==> src/hw/rtl/adf_pkg.sv <==
// ----------------------------------------------------------------------------
// adf_pkg
// Shared types and constants of the autoscaling decimal formatter.
// ----------------------------------------------------------------------------
package adf_pkg;

    localparam int IN_W       = 32;
    localparam int BCD_DIGITS = 10;
    localparam int BCD_W      = 4 * BCD_DIGITS;
    localparam int CHAR_W     = 8;
    localparam int CFG_IDX_W  = 2;
    localparam int UNITS_W    = 32;
    localparam int ULEN_W     = 3;

    localparam logic [CFG_IDX_W-1:0] REG_UNIT_SET     = 2'd0;
    localparam logic [CFG_IDX_W-1:0] REG_UNITS_TEXT   = 2'd1;
    localparam logic [CFG_IDX_W-1:0] REG_UNITS_LENGTH = 2'd2;

    localparam logic [CHAR_W-1:0] CHAR_ZERO  = 8'h30;
    localparam logic [CHAR_W-1:0] CHAR_POINT = 8'h2E;
    localparam logic [CHAR_W-1:0] CHAR_MILLI = 8'h6D;
    localparam logic [CHAR_W-1:0] CHAR_KILO  = 8'h6B;
    localparam logic [CHAR_W-1:0] CHAR_MICRO = 8'h75;
    localparam logic [CHAR_W-1:0] CHAR_NONE  = 8'h00;

    typedef enum logic [2:0] {
        ST_IDLE,
        ST_CONV,
        ST_ALIGN,
        ST_DIGIT,
        ST_ZERO,
        ST_PREFIX,
        ST_UNITS
    } adf_state_t;

    function automatic logic [CHAR_W-1:0] prefix_char(input logic unit_set,
                                                      input logic [1:0] group);
        logic [CHAR_W-1:0] c;
        c = CHAR_NONE;
        unique case (group)
            2'd0:    c = unit_set ? CHAR_MICRO : CHAR_MILLI;
            2'd1:    c = unit_set ? CHAR_MILLI : CHAR_NONE;
            2'd2:    c = unit_set ? CHAR_NONE : CHAR_KILO;
            default: c = CHAR_NONE;
        endcase
        return c;
    endfunction

endpackage

==> src/hw/rtl/adf_bin2bcd.sv <==
// ----------------------------------------------------------------------------
// adf_bin2bcd
// Bit-serial binary to BCD converter, one input bit per cycle.
// ----------------------------------------------------------------------------
module adf_bin2bcd import adf_pkg::*;
(
    input  logic             clk,
    input  logic             rst_n,
    input  logic             start,
    input  logic [IN_W-1:0]  value,
    output logic             done,
    output logic [BCD_W-1:0] bcd
);

    localparam int CNT_W = $clog2(IN_W);

    logic [IN_W-1:0]  bin_reg,  bin_next;
    logic [BCD_W-1:0] bcd_reg,  bcd_next;
    logic [CNT_W-1:0] cnt_reg,  cnt_next;
    logic             busy_reg, busy_next;
    logic             done_reg, done_next;
    logic [BCD_W-1:0] adj;

    always_comb
    begin
        for (int k = 0; k < BCD_DIGITS; k++)
        begin
            adj[4*k +: 4] = (bcd_reg[4*k +: 4] >= 4'd5) ? bcd_reg[4*k +: 4] + 4'd3
                                                        : bcd_reg[4*k +: 4];
        end
    end

    always_comb
    begin
        bin_next  = bin_reg;
        bcd_next  = bcd_reg;
        cnt_next  = cnt_reg;
        busy_next = busy_reg;
        done_next = 1'b0;
        if (start)
        begin
            bin_next  = value;
            bcd_next  = '0;
            cnt_next  = '0;
            busy_next = 1'b1;
        end
        else if (busy_reg)
        begin
            bcd_next = {adj[BCD_W-2:0], bin_reg[IN_W-1]};
            bin_next = {bin_reg[IN_W-2:0], 1'b0};
            cnt_next = cnt_reg + 1'b1;
            if (cnt_reg == CNT_W'(IN_W - 1))
            begin
                busy_next = 1'b0;
                done_next = 1'b1;
            end
        end
    end

    always_ff @(posedge clk or negedge rst_n)
    begin
        if (!rst_n)
        begin
            cnt_reg  <= '0;
            busy_reg <= 1'b0;
            done_reg <= 1'b0;
        end
        else
        begin
            cnt_reg  <= cnt_next;
            busy_reg <= busy_next;
            done_reg <= done_next;
        end
    end

    always_ff @(posedge clk)
    begin
        bin_reg <= bin_next;
        bcd_reg <= bcd_next;
    end

    assign done = done_reg;
    assign bcd  = bcd_reg;

endmodule

==> src/hw/rtl/autoscale_decimal_formatter_unit.sv <==
// ----------------------------------------------------------------------------
// autoscale_decimal_formatter_unit
// Formats a signed reading as ASCII decimal text with an SI prefix and unit.
// ----------------------------------------------------------------------------
// A positive reading goes through bit-serial BCD conversion, then leading-zero
// alignment, then is emitted one character at a time (up to 10 characters).
// A reading of zero or below skips conversion and starts emitting at once.
// One reading is handled at a time; the next word is taken after the last
// character has been loaded into the output register.
// Reset (rst_n, asynchronous, active low) clears FSM, control and config regs.
// ----------------------------------------------------------------------------
module autoscale_decimal_formatter_unit import adf_pkg::*;
#(
    parameter int UNITS_MAX_CHARS = 4
)
(
    input  logic                 clk,
    input  logic                 rst_n,
    input  logic                 cfg_we,
    input  logic [CFG_IDX_W-1:0] cfg_index,
    input  logic [UNITS_W-1:0]   cfg_wdata,
    input  logic                 s_tvalid,
    output logic                 s_tready,
    input  logic [IN_W-1:0]      s_tdata,   // [31:0] reading (signed)
    output logic                 m_tvalid,
    input  logic                 m_tready,
    output logic [CHAR_W-1:0]    m_tdata,   // [7:0] char_code
    output logic                 m_tlast    // last_char
);

    localparam int ULEN_LIM_I = (UNITS_MAX_CHARS < 4) ? UNITS_MAX_CHARS : 4;
    localparam logic [ULEN_W-1:0] ULEN_LIM = ULEN_W'(ULEN_LIM_I);

    adf_state_t state_reg, state_next;

    logic                unit_set_reg;
    logic [UNITS_W-1:0]  units_text_reg;
    logic [ULEN_W-1:0]   units_length_reg;

    logic [BCD_W-1:0]    digits_reg,     digits_next;
    logic [3:0]          shift_cnt_reg,  shift_cnt_next;
    logic [2:0]          intd_reg,       intd_next;
    logic [2:0]          total_reg,      total_next;
    logic                has_point_reg,  has_point_next;
    logic                point_done_reg, point_done_next;
    logic [CHAR_W-1:0]   prefix_reg,     prefix_next;
    logic [2:0]          idx_reg,        idx_next;
    logic [ULEN_W-1:0]   unit_idx_reg,   unit_idx_next;

    logic                out_valid_reg,  out_valid_next;
    logic [CHAR_W-1:0]   out_data_reg,   out_data_next;
    logic                out_last_reg,   out_last_next;

    logic                conv_start;
    logic                conv_done;
    logic [BCD_W-1:0]    conv_bcd;
    logic                load;
    logic [ULEN_W-1:0]   ulen;
    logic [3:0]          d_count;
    logic [1:0]          group;
    logic [3:0]          top_digit;

    adf_bin2bcd u_bin2bcd
    (
        .clk   (clk),
        .rst_n (rst_n),
        .start (conv_start),
        .value (s_tdata),
        .done  (conv_done),
        .bcd   (conv_bcd)
    );

    always_ff @(posedge clk or negedge rst_n)
    begin
        if (!rst_n)
        begin
            unit_set_reg     <= 1'b0;
            units_text_reg   <= '0;
            units_length_reg <= '0;
        end
        else if (cfg_we)
        begin
            unique case (cfg_index)
                REG_UNIT_SET:     unit_set_reg     <= cfg_wdata[0];
                REG_UNITS_TEXT:   units_text_reg   <= cfg_wdata;
                REG_UNITS_LENGTH: units_length_reg <= cfg_wdata[ULEN_W-1:0];
                default:          ;
            endcase
        end
    end

    assign ulen      = (units_length_reg > ULEN_LIM) ? ULEN_LIM : units_length_reg;
    assign load      = !out_valid_reg || m_tready;
    assign d_count   = 4'd10 - shift_cnt_reg;
    assign top_digit = digits_reg[BCD_W-1 -: 4];

    always_comb
    begin
        priority if (d_count <= 4'd3)
        begin
            group = 2'd0;
        end
        else if (d_count <= 4'd6)
        begin
            group = 2'd1;
        end
        else
        begin
            group = 2'd2;
        end
    end

    always_comb
    begin
        state_next      = state_reg;
        digits_next     = digits_reg;
        shift_cnt_next  = shift_cnt_reg;
        intd_next       = intd_reg;
        total_next      = total_reg;
        has_point_next  = has_point_reg;
        point_done_next = point_done_reg;
        prefix_next     = prefix_reg;
        idx_next        = idx_reg;
        unit_idx_next   = unit_idx_reg;
        out_valid_next  = out_valid_reg && !m_tready;
        out_data_next   = out_data_reg;
        out_last_next   = out_last_reg;
        conv_start      = 1'b0;
        s_tready        = 1'b0;

        unique case (state_reg)
            ST_IDLE:
            begin
                s_tready = 1'b1;
                if (s_tvalid)
                begin
                    if ((s_tdata == '0) || s_tdata[IN_W-1])
                    begin
                        state_next = ST_ZERO;
                    end
                    else
                    begin
                        conv_start = 1'b1;
                        state_next = ST_CONV;
                    end
                end
            end
            ST_CONV:
            begin
                if (conv_done)
                begin
                    digits_next    = conv_bcd;
                    shift_cnt_next = '0;
                    state_next     = ST_ALIGN;
                end
            end
            ST_ALIGN:
            begin
                if (top_digit == 4'd0)
                begin
                    digits_next    = {digits_reg[BCD_W-5:0], 4'd0};
                    shift_cnt_next = shift_cnt_reg + 4'd1;
                end
                else
                begin
                    unique case (group)
                        2'd0:    intd_next = d_count[2:0];
                        2'd1:    intd_next = 3'(d_count - 4'd3);
                        default: intd_next = (d_count == 4'd10) ? 3'd4
                                                                : 3'(d_count - 4'd6);
                    endcase
                    total_next      = (group == 2'd0) ? d_count[2:0] : 3'd4;
                    has_point_next  = (group != 2'd0) && (d_count != 4'd10);
                    point_done_next = 1'b0;
                    prefix_next     = prefix_char(unit_set_reg, group);
                    idx_next        = '0;
                    state_next      = ST_DIGIT;
                end
            end
            ST_DIGIT:
            begin
                if (load)
                begin
                    out_valid_next = 1'b1;
                    out_last_next  = 1'b0;
                    if (has_point_reg && !point_done_reg && (idx_reg == intd_reg))
                    begin
                        out_data_next   = CHAR_POINT;
                        point_done_next = 1'b1;
                    end
                    else
                    begin
                        out_data_next = CHAR_ZERO + {4'd0, top_digit};
                        digits_next   = {digits_reg[BCD_W-5:0], 4'd0};
                        idx_next      = idx_reg + 3'd1;
                        if (idx_reg == total_reg - 3'd1)
                        begin
                            priority if (prefix_reg != CHAR_NONE)
                            begin
                                state_next = ST_PREFIX;
                            end
                            else if (ulen == '0)
                            begin
                                out_last_next = 1'b1;
                                state_next    = ST_IDLE;
                            end
                            else
                            begin
                                unit_idx_next = '0;
                                state_next    = ST_UNITS;
                            end
                        end
                    end
                end
            end
            ST_ZERO, ST_PREFIX:
            begin
                if (load)
                begin
                    out_valid_next = 1'b1;
                    out_data_next  = (state_reg == ST_ZERO) ? CHAR_ZERO : prefix_reg;
                    unit_idx_next  = '0;
                    if (ulen == '0)
                    begin
                        out_last_next = 1'b1;
                        state_next    = ST_IDLE;
                    end
                    else
                    begin
                        out_last_next = 1'b0;
                        state_next    = ST_UNITS;
                    end
                end
            end
            ST_UNITS:
            begin
                if (load)
                begin
                    out_valid_next = 1'b1;
                    out_data_next  = units_text_reg[{unit_idx_reg[1:0], 3'b000} +: CHAR_W];
                    unit_idx_next  = unit_idx_reg + 1'b1;
                    if (unit_idx_reg == ulen - 1'b1)
                    begin
                        out_last_next = 1'b1;
                        state_next    = ST_IDLE;
                    end
                    else
                    begin
                        out_last_next = 1'b0;
                    end
                end
            end
            default:
            begin
                state_next = ST_IDLE;
            end
        endcase
    end

    always_ff @(posedge clk or negedge rst_n)
    begin
        if (!rst_n)
        begin
            state_reg      <= ST_IDLE;
            out_valid_reg  <= 1'b0;
            shift_cnt_reg  <= '0;
            idx_reg        <= '0;
            unit_idx_reg   <= '0;
            point_done_reg <= 1'b0;
        end
        else
        begin
            state_reg      <= state_next;
            out_valid_reg  <= out_valid_next;
            shift_cnt_reg  <= shift_cnt_next;
            idx_reg        <= idx_next;
            unit_idx_reg   <= unit_idx_next;
            point_done_reg <= point_done_next;
        end
    end

    always_ff @(posedge clk)
    begin
        digits_reg    <= digits_next;
        intd_reg      <= intd_next;
        total_reg     <= total_next;
        has_point_reg <= has_point_next;
        prefix_reg    <= prefix_next;
        out_data_reg  <= out_data_next;
        out_last_reg  <= out_last_next;
    end

    assign m_tvalid = out_valid_reg;
    assign m_tdata  = out_data_reg;
    assign m_tlast  = out_last_reg;

endmodule

==> config.mk <==
export PLATFORM = sky130hd
export DESIGN_NAME = autoscale_decimal_formatter_unit
export DESIGN_NICKNAME = d
export VERILOG_FILES = /design/src/hw/rtl/adf_pkg.sv /design/src/hw/rtl/adf_bin2bcd.sv /design/src/hw/rtl/autoscale_decimal_formatter_unit.sv
export SDC_FILE = /design/constraint.sdc
export NUM_CORES = 1
export LEC_CHECK = 0
export ABC_AREA = 0
export ABC_CLOCK_PERIOD_IN_PS = 3400
export BUFFER_PORTS_ARGS = -buffer_cell sky130_fd_sc_hd__buf_2
export CORE_MARGIN = 2
export CORE_UTILIZATION = 54
export DETAILED_ROUTE_END_ITERATION = 8
export PLACE_DENSITY = 0.76
export SYNTH_ARGS = -nofsm -noshare
export SYNTH_HDL_FRONTEND = slang
export SYNTH_HIERARCHICAL = 1
export SYNTH_SLANG_ARGS = --single-unit
==> constraint.sdc <==
create_clock -name clk -period 3.4 [get_ports clk]
set_clock_uncertainty 0.15 [all_clocks]
set_input_delay 0.51 -clock clk [delete_from_list [all_inputs] [get_ports clk]]
set_output_delay 0.51 -clock clk [all_outputs]
set_load 0.02 [all_outputs]
Yosys cells after proc, flatten, opt, wreduce, memory -nomap -nowiden
Index checks and enable logic that the tools add are counted.
- input bits: 71
- word-level logic and storage cells: 207
- output and inout bits: 11
- register bits: 194
- mux-type cells: 87
- $add $sub $neg: 20
- magnitude comparators: 13
- bitwise gates (word level): 1
- equal/unequal tests: 29
- shift-type cells: 1
- reductions and logical operators: 35
- operators with widths (operator ; count):
    $mux W40 ; 4
    $pmux W40 S3 ; 1
    $mux W3 ; 25
    $mux W32 ; 2
    $mux W4 ; 11
    $ge A4 B3 Y1 const B ; 10
    $add A4 B2 Y4 const B ; 9
    $logic_not A32 Y1 ; 1
    $mux W8 ; 4
    $shiftx A32 B6 Y8 ; 1
    $ne A2 B2 Y1 const B ; 12
    $pmux W8 S3 ; 1
    $mux W1 ; 23
    $mux W7 ; 3
    $pmux W7 S3 ; 1
    $pmux W3 S6 ; 1
    $mux W5 ; 3
    $pmux W3 S2 ; 2
    $reduce_and A4 Y1 ; 3
    $eq A3 B3 Y1 ; 3
    $eq A3 B3 Y1 const B ; 3
    $pmux W3 S3 ; 1
    $reduce_and A9 Y1 ; 1
    $pmux W4 S2 ; 1
    other kinds (39) ; 60

Logic depth before layout (Yosys ltp)
Gate-level depths: netlist of run 1.
- depth in word-level cells: 9
- mapped depth: 9
- gate-level depth less buffers: 7

Hierarchy
Netlist of run 1, hierarchy kept.
- modules (own cells, without submodules) (module ; seq. area each (um^2) ; cells an instance ; instances ; area each (um^2)):
    autoscale_decimal_formatter_unit ; 3108.0 ; 430 ; 1 ; 5552.8
    adf_bin2bcd ; 1936.9 ; 399 ; 1 ; 4105.2

Worst setup path before layout of run 1
OpenSTA, ideal clock, no wires.
- path kind: reg-to-reg
- start point: register idx_reg[1]
- end point: register digits_reg[0], enable pin
- path buffers: 0
- cell stages (with the launch flop): 6
- data arrival time: 3.086 ns
- setup time: 0.451 ns
- required time: 2.799 ns
- slack: -0.286 ns
- clock period less this slack: 3.686 ns
- path through: dfrtp_1 > xor2_1 > o41ai_1 > o21ai_0 > nand2_1 > a21oi_1
- longest elaborated chain between the ends: 4
- RTL lines (element ; RTL line ; source):
    start, declared ; autoscale_decimal_formatter_unit.sv:47 ; logic [2:0] idx_reg, idx_next;
    start signal, assigned ; autoscale_decimal_formatter_unit.sv:276 ; idx_reg <= idx_next;
    $eq A3 B3 Y1 ; autoscale_decimal_formatter_unit.sv:186 ; if (has_point_reg && !point_done_reg && (idx_reg == intd_reg))
    $logic_and A1 B1 Y1 ; autoscale_decimal_formatter_unit.sv:186 ;
    $ne A2 B2 Y1 (no source line) ; -- ;
    $reduce_and A5 Y1 (no source line) ; -- ;
    end signal, assigned ; autoscale_decimal_formatter_unit.sv:284 ; digits_reg <= digits_next;
    end, declared ; autoscale_decimal_formatter_unit.sv:40 ; logic [BCD_W-1:0] digits_reg, digits_next;
No other way between the ends.
A chain may end at the register's enable or synchronous reset.

Worst setup path in the final report of run 1
- start point: register idx_reg[1]
- end point: register digits_reg[4], enable pin
The elaborated chain is that of the path after synthesis.

==> run metrics, run 1 <==
status complete, no violations; antenna violations before repair 0; Worst VDD drop 0.000585 V; final slew viol count 0; Core Area around 17000 µm²; max_slew headroom between 30% and 40%; RSZ-0062 raised after global routing false; clock tree from TritonCTS done; net count reported at finish around 1000; clock sink count about 190; Leakage approximately 4.2 nW; CP Capture Type flop; critical path data required time roughly 3300 ps; r2r startpoint idx_reg[1]; share of post-route cells with drive strength above 1 between 20% and 30%; number of fillers in the final layout roughly 1400; Period minus WS final approximately 2600 ps; placed wire-length estimate 13100 µm; Ant. Diodes 0; detailed router's first-iteration violation count roughly 630; Post-CTS Hold Buffers 0; first element of the critical path idx_reg[1]; signal arrival time at the worst endpoint between 2000 and 2500 ps; clock transition at the registers of the reported paths about 70 ps; combinational power share 39.3%; Startpoint Class flop; largest net degree at the start of global routing 74; Flop pwr share ~41%; worst stage delay on the critical path around 470 ps; final-report setup violation count 0; highest achievable clock rate ~390 MHz; clock root buffer sky130_fd_sc_hd__clkbuf_16; mean instance size in the synthesized netlist between 10 and 15 µm²; number of search-and-repair iterations in the first detailed-routing pass 5; count of buffers inserted at the top-level ports 81; Post-synth EDFFs 93; WL/cell roughly 17 µm; part of the cycle the worst path needs 75.3%; top cells by count, synth sky130_fd_sc_hd__mux2_2, sky130_fd_sc_hd__edfxtp_1, sky130_fd_sc_hd__dfrtp_1, sky130_fd_sc_hd__inv_1, sky130_fd_sc_hd__a21oi_1; Resized cells post-CTS 0; summed instance area of the synthesized netlist around 9700 µm²; Layout Cell Area excl Fill 10900 µm²; total wire length between 15000 and 20000 µm; number of cell rows 48; endpoints failing hold 0; Antenna Violating Nets Remaining 0; clock buffer count from CTS 17; power density relative to cell area approximately 960 nW/µm²; depth of the CTS H-tree 4; Placed Area 10300 µm²; worst setup slack after layout 840 ps; worst-margin pin slew between 1000 and 1500 ps; via count 6760; path class of the lowest-slack min-delay path in2async; worst path buffer plus inverter count 2; Max-Cap Viols 0; most repeated library cell on the critical path sky130_fd_sc_hd__buf_4; number of standard cells after synthesis roughly 830; slowest cell on the critical path sky130_fd_sc_hd__dfrtp_1; post-synthesis net count 928; synth warn 6; total net switching power between 0.003 and 0.004 W; Sw Share between 30 and 40%; top cells by area in the synthesized netlist sky130_fd_sc_hd__edfxtp_1, sky130_fd_sc_hd__dfrtp_1, sky130_fd_sc_hd__mux2_2; starting utilization of the core area a little under three fifths; FF-to-FF setup slack ~840 ps; Vias/cell between 5 and 6; area growth from synthesis to final layout 13.1%; clk_lat worst skew around 440 ps; sequential cell area fraction in the yosys report a little over half; highest net fanout along the worst path 40; Boundary Pins between 80 and 90; vias in the first global route approximately 6300; critical path start-end classification reg2reg; placer's final routability congestion estimate between 0.8 and 0.9; overall die area 19000 µm²; number of buffers added for setup after CTS 0; most frequently used cell type in the post-synthesis netlist sky130_fd_sc_hd__mux2_2; worst slack after detailed placement 595 ps; list of cells traversed by the critical path xor2_1 -> o41ai_1 -> buf_4 -> o21ai_0 -> nand2_1 -> a21oi_4 -> buf_4; number of storage elements in the synthesis netlist 191; global-route wire length before repair about 31000 µm; Chip Width around 140 µm; share of Yosys cell area claimed by the top area cell type 28.9%; Tot GR Track Use a little over a fifth; aggregate negative setup slack 0 ps; Clock Tree Buf Depth 2; number of distinct library cells after synthesis 70; detailed-route DRC error count 0; portion of total power attributed to the clock network between 10% and 20%; biggest area consumer among synthesized cells sky130_fd_sc_hd__edfxtp_1; Internal Dissipation roughly 0.0066 W; vertical die dimension 138 µm; Async SR Flop Fraction 30.4%; gr ovfl total 0; Most used DFF post-synth sky130_fd_sc_hd__edfxtp_1; cell class contributing the biggest share of worst-path delay buffers and inverters
## logic make-up (layout without fill, tap and decap cells)
kind of cell	Yosys count	in the layout	share of synthesized area (%)
adders and majority gates	28	28	3.63
DFF	191	191	52.2
buffers and inverters	89	177	3.90
xor gates and xnor gates	21	21	2.06
AOI/OAI and AO/OA	181	181	12.5
muxes	116	116	14.4
and+or+nand+nor	203	203	11.3
## worst paths after layout
| kind | end | cells past startpoint |
|---|---|---|
| setup / recovery | digits_reg[4] | 7 |
| hold / removal | idx_reg[2] | 1 |
| setup reg to reg | digits_reg[4] | 7 |
| hold reg to reg | u_bin2bcd/bcd[39] | 2 |
| max in group asynchronous | u_bin2bcd/busy_reg | 2 |
| min in group clk | units_text_reg[31] | 2 |
## power by group through the flow
| stage | clock, W | sequential [W] | combinational [W] |
|---|---|---|---|
| finish | 0.00202 | 0.00431 | 0.00410 |
| global route | 0.00216 | 0.00444 | 0.00458 |
| CTS | 0.00206 | 0.00432 | 0.00409 |
| detailed placement | 0 | 0.00435 | 0.00406 |
| global placement | 0 | 0.00433 | 0.00396 |
| floorplan | 0 | 0.00417 | 0.00324 |
## metal layers
layer,global-route usage (%),wire [µm],vias to the layer above
li1,-,-,3266
met1,28.8,8480,3288
met2,33.1,9120,181
met4,5.95,267,0
met5,0,0,-
met3,5.11,1010,25
## final cells by class
class / instances / area (µm²) / area share (%)
sequential: 191 / 5050 / 46.2
tap: 225 / 282 / 2.58
multi-input combinational: 549 / 4250 / 38.9
clock buffer: 17 / 425 / 3.90
inverter: 49 / 184 / 1.68
clock inverter: 15 / 189 / 1.73
timing repair buffer: 96 / 543 / 4.97
## per-stage QoR
step	power, W	util, %	instances	hold slack, ps
after floorplan	0.00741	-	829	64.4
after global placement	0.00829	59.2	1110	318
after detailed placement	0.00841	59.2	1110	324
after CTS	0.0105	62.7	1142	123
after global routing	0.0112	62.7	1142	130
final	0.0104	62.7	1142	79.7
## cell usage in the layout (no fill, tap or decap), types with 12 or more instances in the layout
cell / n
sky130_fd_sc_hd__a21oi_1: 47
sky130_fd_sc_hd__buf_2: 81
sky130_fd_sc_hd__buf_4: 13
sky130_fd_sc_hd__clkbuf_16: 17
sky130_fd_sc_hd__dfrtp_1: 57
sky130_fd_sc_hd__dfxtp_1: 40
sky130_fd_sc_hd__edfxtp_1: 93
sky130_fd_sc_hd__ha_1: 28
sky130_fd_sc_hd__inv_1: 49
sky130_fd_sc_hd__mux2_2: 103
sky130_fd_sc_hd__nand2_1: 45
sky130_fd_sc_hd__nand3_1: 20
sky130_fd_sc_hd__nor2_1: 38
sky130_fd_sc_hd__nor3_1: 17
sky130_fd_sc_hd__nor4_1: 14
sky130_fd_sc_hd__o21ai_0: 43
sky130_fd_sc_hd__o21ai_1: 12
(Power assumes the default switching activity.)
==> inputs of run 2 (changes only) <==
--- a/config.mk
+++ b/config.mk
@@ -6,7 +6,7 @@
 export NUM_CORES = 1
 export LEC_CHECK = 0
 export ABC_AREA = 0
-export ABC_CLOCK_PERIOD_IN_PS = 3400
+export ABC_CLOCK_PERIOD_IN_PS = 2200
 export BUFFER_PORTS_ARGS = -buffer_cell sky130_fd_sc_hd__buf_2
 export CORE_MARGIN = 2
 export CORE_UTILIZATION = 54
==> constraint.sdc (replaced) <==
create_clock -name clk -period 2.2 [get_ports clk]
set_clock_uncertainty 0.15 [all_clocks]
set_input_delay 0.33 -clock clk [delete_from_list [all_inputs] [get_ports clk]]
set_output_delay 0.33 -clock clk [all_outputs]
set_load 0.02 [all_outputs]
==> run metrics, run 2 (same netlist as run 1, synthesis figures left out) <==
status complete, but fails checks; violated checks setup timing; Vias/cell 5.97 (+0.92%); vertical die dimension 138 µm (unchanged); aggregate negative setup slack -9.51 ps (-9.51 ps); Worst VDD drop 0.000853 V (+46%); critical path start-end classification reg2reg; detailed router's first-iteration violation count 688 (+9.4%); Max-Cap Viols 0 (unchanged); max_slew headroom 55.7% (+24 points); RSZ-0062 raised after global routing true; critical path data required time 2400 ps (-930 ps); power density relative to cell area 1440 nW/µm² (+51%); final slew viol count 0 (unchanged); endpoints failing hold 0 (unchanged); top layer in use met4; starting utilization of the core area 55.5% (unchanged); via count 7312 (+8.2%); part of the cycle the worst path needs 100% (+25 points); number of search-and-repair iterations in the first detailed-routing pass 8 (+3); number of fillers in the final layout 1188 (-12%); share of post-route cells with drive strength above 1 34.2% (+4.9 points); detailed-route DRC error count 0 (unchanged); Chip Width 138 µm (unchanged); Leakage 4.66 nW (+10%); overall die area 19000 µm² (unchanged); gr ovfl total 0 (unchanged); antenna violations before repair 1 (+1); placer's final routability congestion estimate 0.836 (-3.0%); clock root buffer sky130_fd_sc_hd__clkbuf_16; routed length on met3 1240 µm (+22%); CP Capture Type flop; Multi-input gate area 4420 µm² (+3.9%); clock transition at the registers of the reported paths 70 ps (about the same); Core Area 17400 µm² (unchanged); placed cells 1148 (+3.4%); detailed-routed wire length on met2 11100 µm (+22%); worst setup slack after layout -6.97 ps (-847 ps); worst-margin pin slew 661 ps (-358 ps); Clock Tree Buf Depth 2 (unchanged); global-route wire length before repair 34500 µm (+11%); clock tree from TritonCTS done; worst hold-check slack 34.0 ps (-45.7 ps); WL/cell 18.1 µm (+9.5%); highest net fanout along the worst path 6 (-85%); clk_lat worst skew 440 ps (about the same); commonest non-fill, non-tap cell in the layout sky130_fd_sc_hd__mux2_2; highest achievable clock rate 453 MHz (+16%); net count reported at finish 1084 (+8.1%); Period minus WS final 2210 ps (-353 ps); Final Non-Filler Cells 1224 (+7.2%); vias in the first global route 6906 (+9.2%); total wire length 22100 µm (+17%); area used by sequential logic in the layout 5050 µm² (about the same); number of cell rows 48 (unchanged); signal arrival time at the worst endpoint 2410 ps (-80 ps); count of buffers inserted at the top-level ports 81 (unchanged); clock buffer count from CTS 17 (unchanged); placed wire-length estimate 13900 µm (+5.9%); depth of the CTS H-tree 4 (unchanged); clock sink count 191 (unchanged); Startpoint Class flop; path class of the lowest-slack min-delay path in2reg; share of the core filled with cells in the final layout 68.2% (+5.5 points); largest net degree at the start of global routing 44 (-41%); final-report setup violation count 2 (+2); leading cell types in the layout, fill and taps excluded sky130_fd_sc_hd__mux2_2, sky130_fd_sc_hd__edfxtp_1, sky130_fd_sc_hd__buf_2, sky130_fd_sc_hd__dfrtp_1, sky130_fd_sc_hd__buf_4; total power 0.0172 W (+64%); Tot GR Track Use 23.5% (+2.6 points); Antenna Violating Nets Remaining 0 (unchanged); Boundary Pins 82 (unchanged); area growth from synthesis to final layout 22.9%; Met1 Wirelength 9160 µm (+8.1%)
-- run 2: timing repair --
item | 4_1_cts | 5_1_grt
resized for setup | 2 | 18
hold buffers | 32 | 0
pin swaps | 2 | 4
buffers inserted | 0 | 8
setup endpoints to repair | 1 | 36
endpoints found under the hold margin | 52 | 0
gates cloned | 0 | 3
-- run 2: power breakdown --
part | total (W) | internal [W] | leakage [nW] | switching [W]
sequential | 0.00672 | 0.00562 | 1.92 | 0.00109
combinational | 0.00743 | 0.00359 | 2.47 | 0.00384
clock | 0.00301 | 0.00151 | 0.273 | 0.00150
-- run 2: routing by layer --
metal  global-route usage [%]  vias up
met4                     8.11        0
li1                         -     3419
met1                     30.4     3582
met5                        0        -
met3                     5.56       52
met2                     39.0      259
-- run 2: area by class of cell --
cell class	count	share of cell area [%]
repair buffers	176	11.4
inverters	49	1.60
diodes	1	0.0211
clock inverters	15	1.22
multi-input cells	550	37.2
clock buffers	17	3.58
flip-flops and latches	191	42.5
well taps	225	2.37
-- run 2: worst paths after layout --
check	start	end	slack [ps]	depth (start not counted)
worst max-delay path	state_reg[2]	state_reg[1]	-7	7
worst min-delay path	cfg_wdata[0]	unit_set_reg	30	2
worst max register to register	state_reg[2]	state_reg[1]	-7	7
worst min register to register	point_done_reg	point_done_reg	350	2
max in group asynchronous	rst_n	units_text_reg[0]	970	3
min in group asynchronous	rst_n	idx_reg[2]	260	2
-- run 2: worst max-delay path: stages, from the launching register on --
cell	delay (ps)
sky130_fd_sc_hd__dfrtp_2	430
sky130_fd_sc_hd__buf_12	130
sky130_fd_sc_hd__and3b_2	220
sky130_fd_sc_hd__a31oi_1	50
sky130_fd_sc_hd__o211ai_1	570
sky130_fd_sc_hd__nor2_1	200
sky130_fd_sc_hd__buf_4	190
sky130_fd_sc_hd__a31oi_1	190
-- run 2: stage by stage --
step | instance area (µm²) | setup slack (ps)
after detailed placement | 10800 | -351
after global routing | 11900 | -89.5
after floorplan | 9770 | -155
after CTS | 11700 | 26.3
after global placement | 10800 | -330
final | 11900 | -6.97
==> inputs of run 3 (changes only) <==
--- a/config.mk
+++ b/config.mk
@@ -5,12 +5,14 @@
 export SDC_FILE = /design/constraint.sdc
 export NUM_CORES = 1
 export LEC_CHECK = 0
-export ABC_AREA = 0
+export ABC_AREA = 1
 export ABC_CLOCK_PERIOD_IN_PS = 2200
 export BUFFER_PORTS_ARGS = -buffer_cell sky130_fd_sc_hd__buf_2
 export CORE_MARGIN = 2
 export CORE_UTILIZATION = 54
+export CTS_CLUSTER_DIAMETER = 50
 export DETAILED_ROUTE_END_ITERATION = 8
+export MAX_ROUTING_LAYER = met4
 export PLACE_DENSITY = 0.76
 export SYNTH_ARGS = -nofsm -noshare
 export SYNTH_HDL_FRONTEND = slang
==> run metrics, run 3 <==
status complete, no violations; total wire length 20000 µm (-9.6%); Post-synth EDFFs 93 (unchanged); leading cell types in the layout, fill and taps excluded sky130_fd_sc_hd__nand2_1, sky130_fd_sc_hd__inv_1, sky130_fd_sc_hd__nand3_1, sky130_fd_sc_hd__edfxtp_1, sky130_fd_sc_hd__buf_2; area growth from synthesis to final layout 17.6%; max_slew headroom 57.4% (+1.6 points); share of the core filled with cells in the final layout 64.6% (-3.6 points); RSZ-0062 raised after global routing false; power density relative to cell area 1410 nW/µm² (-2.5%); top cells by count, synth sky130_fd_sc_hd__nand2_1, sky130_fd_sc_hd__inv_1, sky130_fd_sc_hd__nand3_1, sky130_fd_sc_hd__edfxtp_1, sky130_fd_sc_hd__nor2_1; clock root buffer sky130_fd_sc_hd__clkbuf_16; number of buffers added for setup after CTS 0 (unchanged); worst hold path cell count 2 (unchanged); path class of the lowest-slack min-delay path in2reg; detailed router's first-iteration violation count 475 (-31%); post-synthesis net count 1231 (+33%); Period minus WS final 2050 ps (-156 ps); CP Capture Type flop; part of the cycle the worst path needs 93.2% (-7.1 points); number of storage elements in the synthesis netlist 191 (unchanged); total power 0.0156 W (-8.9%); number of cell rows 48 (unchanged); share of the synthesized area in compound gates (AO/OA/AOI/OAI) 6.06% (-6.4 points); r2r startpoint shift_cnt_reg[0]; synthesized-area fraction occupied by and/or/nand/nor cells 26.8% (+16 points); combinational family with the most area after synthesis simple AND/OR/NAND/NOR gates; Antenna Violating Nets Remaining 0 (unchanged); synth warn 6 (unchanged); signal arrival time at the worst endpoint 2080 ps (-330 ps); via count 7650 (+4.6%); summed instance area of the synthesized netlist 9440 µm² (-2.3%); Max-Cap Viols 0 (unchanged); Clock Tree Buf Depth 2 (unchanged); Most used DFF post-synth sky130_fd_sc_hd__edfxtp_1; clk_lat worst skew 430 ps (about the same); final slew viol count 0 (unchanged); antenna violations before repair 0 (-1); vertical die dimension 136 µm (-1.1%); worst-margin pin slew 639 ps (-22.2 ps); clock buffer count from CTS 17 (unchanged); share of Yosys cell area claimed by the top area cell type 29.6% (+0.67 points); Startpoint Class flop; clock transition at the registers of the reported paths 70 ps (about the same); sequential cell area fraction in the yosys report 53.5% (+1.2 points); Boundary Pins 82 (unchanged); Vias/cell 5.14 (-14%); fraction of synthesized cell area in xor and xnor cells 0.464% (-1.6 points); overall die area 18600 µm² (-2.2%); net count reported at finish 1349 (+24%); global-route wire length before repair 33000 µm (-4.3%); critical path start-end classification reg2reg; gr ovfl total 0 (unchanged); Leakage 5.43 nW (+16%); Ant. Diodes 0 (-1); endpoints failing hold 0 (unchanged); critical path data required time 2230 ps (-170 ps); Async SR Flop Fraction 30.4% (unchanged); number of standard cells after synthesis 1132 (+37%); WL/cell 13.5 µm (-26%); largest net degree at the start of global routing 41 (-6.8%); clock sink count 191 (unchanged); most frequently used cell type in the post-synthesis netlist sky130_fd_sc_hd__nand2_1; end of the worst register-to-register path intd_reg[0]; final-report setup violation count 0 (-2); commonest non-fill, non-tap cell in the layout sky130_fd_sc_hd__nand2_1; mean instance size in the synthesized netlist 8.34 µm² (-28%); Worst VDD drop 0.000962 V (+13%); starting utilization of the core area 54.9% (-0.51 points); clock tree from TritonCTS done; Chip Width 136 µm (-1.1%); detailed-route DRC error count 0 (unchanged); FF-to-FF setup slack 150 ps (+160 ps); worst setup slack after layout 149 ps (+156 ps); post-synthesis adder-cell area fraction 3.71% (+0.085 points); Tot GR Track Use 23.0% (-0.48 points); placed wire-length estimate 13700 µm (-1.7%); worst slack after detailed placement 50.1 ps (+401 ps); top cells by area in the synthesized netlist sky130_fd_sc_hd__edfxtp_1, sky130_fd_sc_hd__nand2_1, sky130_fd_sc_hd__dfrtp_1; R2R depth 9 (+2); sink of the worst hold path units_text_reg[31]; highest achievable clock rate 487 MHz (+7.6%); share of post-route cells with drive strength above 1 14.9% (-19 points); highest net fanout along the worst path 5 (-1); depth of the CTS H-tree 4 (unchanged); count of buffers inserted at the top-level ports 81 (unchanged); vias in the first global route 7210 (+4.4%); start point of the worst min-delay path cfg_wdata[31]; number of search-and-repair iterations in the first detailed-routing pass 5 (-3); biggest area consumer among synthesized cells sky130_fd_sc_hd__edfxtp_1; Core Area 17200 µm² (-1.4%); proportion of synthesized area in mux cells 3.10% (-11 points); number of distinct library cells after synthesis 34 (-51%); placer's final routability congestion estimate 0.869 (+3.9%)
-- run 3: worst max path at each step --
stage	start	end	slack (ps)	cells past startpoint
6_report	shift_cnt_reg[0]	intd_reg[0]	150	9
5_1_grt	state_reg[2]	idx_reg[1]	20	6
4_1_cts	state_reg[1]	u_bin2bcd/bin_reg[13]	130	8
3_5_place_dp	s_tdata[1]	u_bin2bcd/bin_reg[2]	50	10
3_3_place_gp	s_tdata[1]	u_bin2bcd/bin_reg[2]	80	10
2_1_floorplan	state_reg[0]	digits_reg[0]	-310	6
-- run 3: repair_timing --
item,in CTS,in global routing
resized for setup,0,2
endpoints found under the hold margin,46,0
hold buffers,25,0
setup endpoints to repair,0,48
-- run 3: report_power, final --
group	switching, W	total [W]	internal, W
sequential	0.000870	0.00659	0.00572
combinational	0.00393	0.00615	0.00223
clock	0.00132	0.00289	0.00157
-- run 3: cells by family after synthesis --
kind of cell / Yosys count
DFF: 191
muxes: 26
AOI/OAI and AO/OA: 108
adders and majority gates: 28
and+or+nand+nor: 625
xor gates and xnor gates: 5
buffers and inverters: 149
-- run 3: area by class of cell --
cell class              instances  area (µm²)
flip-flops and latches        191        5040
repair buffers                133         950
well taps                     225         282
multi-input cells             792        3840
clock inverters                12         114
fillers                      1421        6080
clock buffers                  20         437
inverters                     115         435
-- run 3: critical path, cell delays in order, from the launching register on --
cell and delay (ps):
sky130_fd_sc_hd__dfrtp_1 430, sky130_fd_sc_hd__ha_1 210, sky130_fd_sc_hd__or2_2 270, sky130_fd_sc_hd__and2_1 150
sky130_fd_sc_hd__nand3_1 60, sky130_fd_sc_hd__nand2_1 60, sky130_fd_sc_hd__nor2_1 220, sky130_fd_sc_hd__inv_1 100
sky130_fd_sc_hd__nand3_1 70, sky130_fd_sc_hd__o21ai_0 70
-- run 3: stage by stage --
stage	area [µm²]	hold WS (ps)	TNS [ps]	std cells
2_1_floorplan	9490	-116	-16890	1132
4_1_cts	11100	3.27	0	1488
6_report	11100	16.5	0	1488
3_5_place_dp	10300	201	0	1431
5_1_grt	11100	7.09	0	1488
3_3_place_gp	10300	191	0	1431
-- run 3: layer usage --
layer	vias up	track usage [%]	part of all wire, %
met5	-	-	0
met4	0	8.10	2.2
met3	32	5.03	5.1
met2	203	38.3	49
met1	3515	27.8	44
li1	3900	-	-
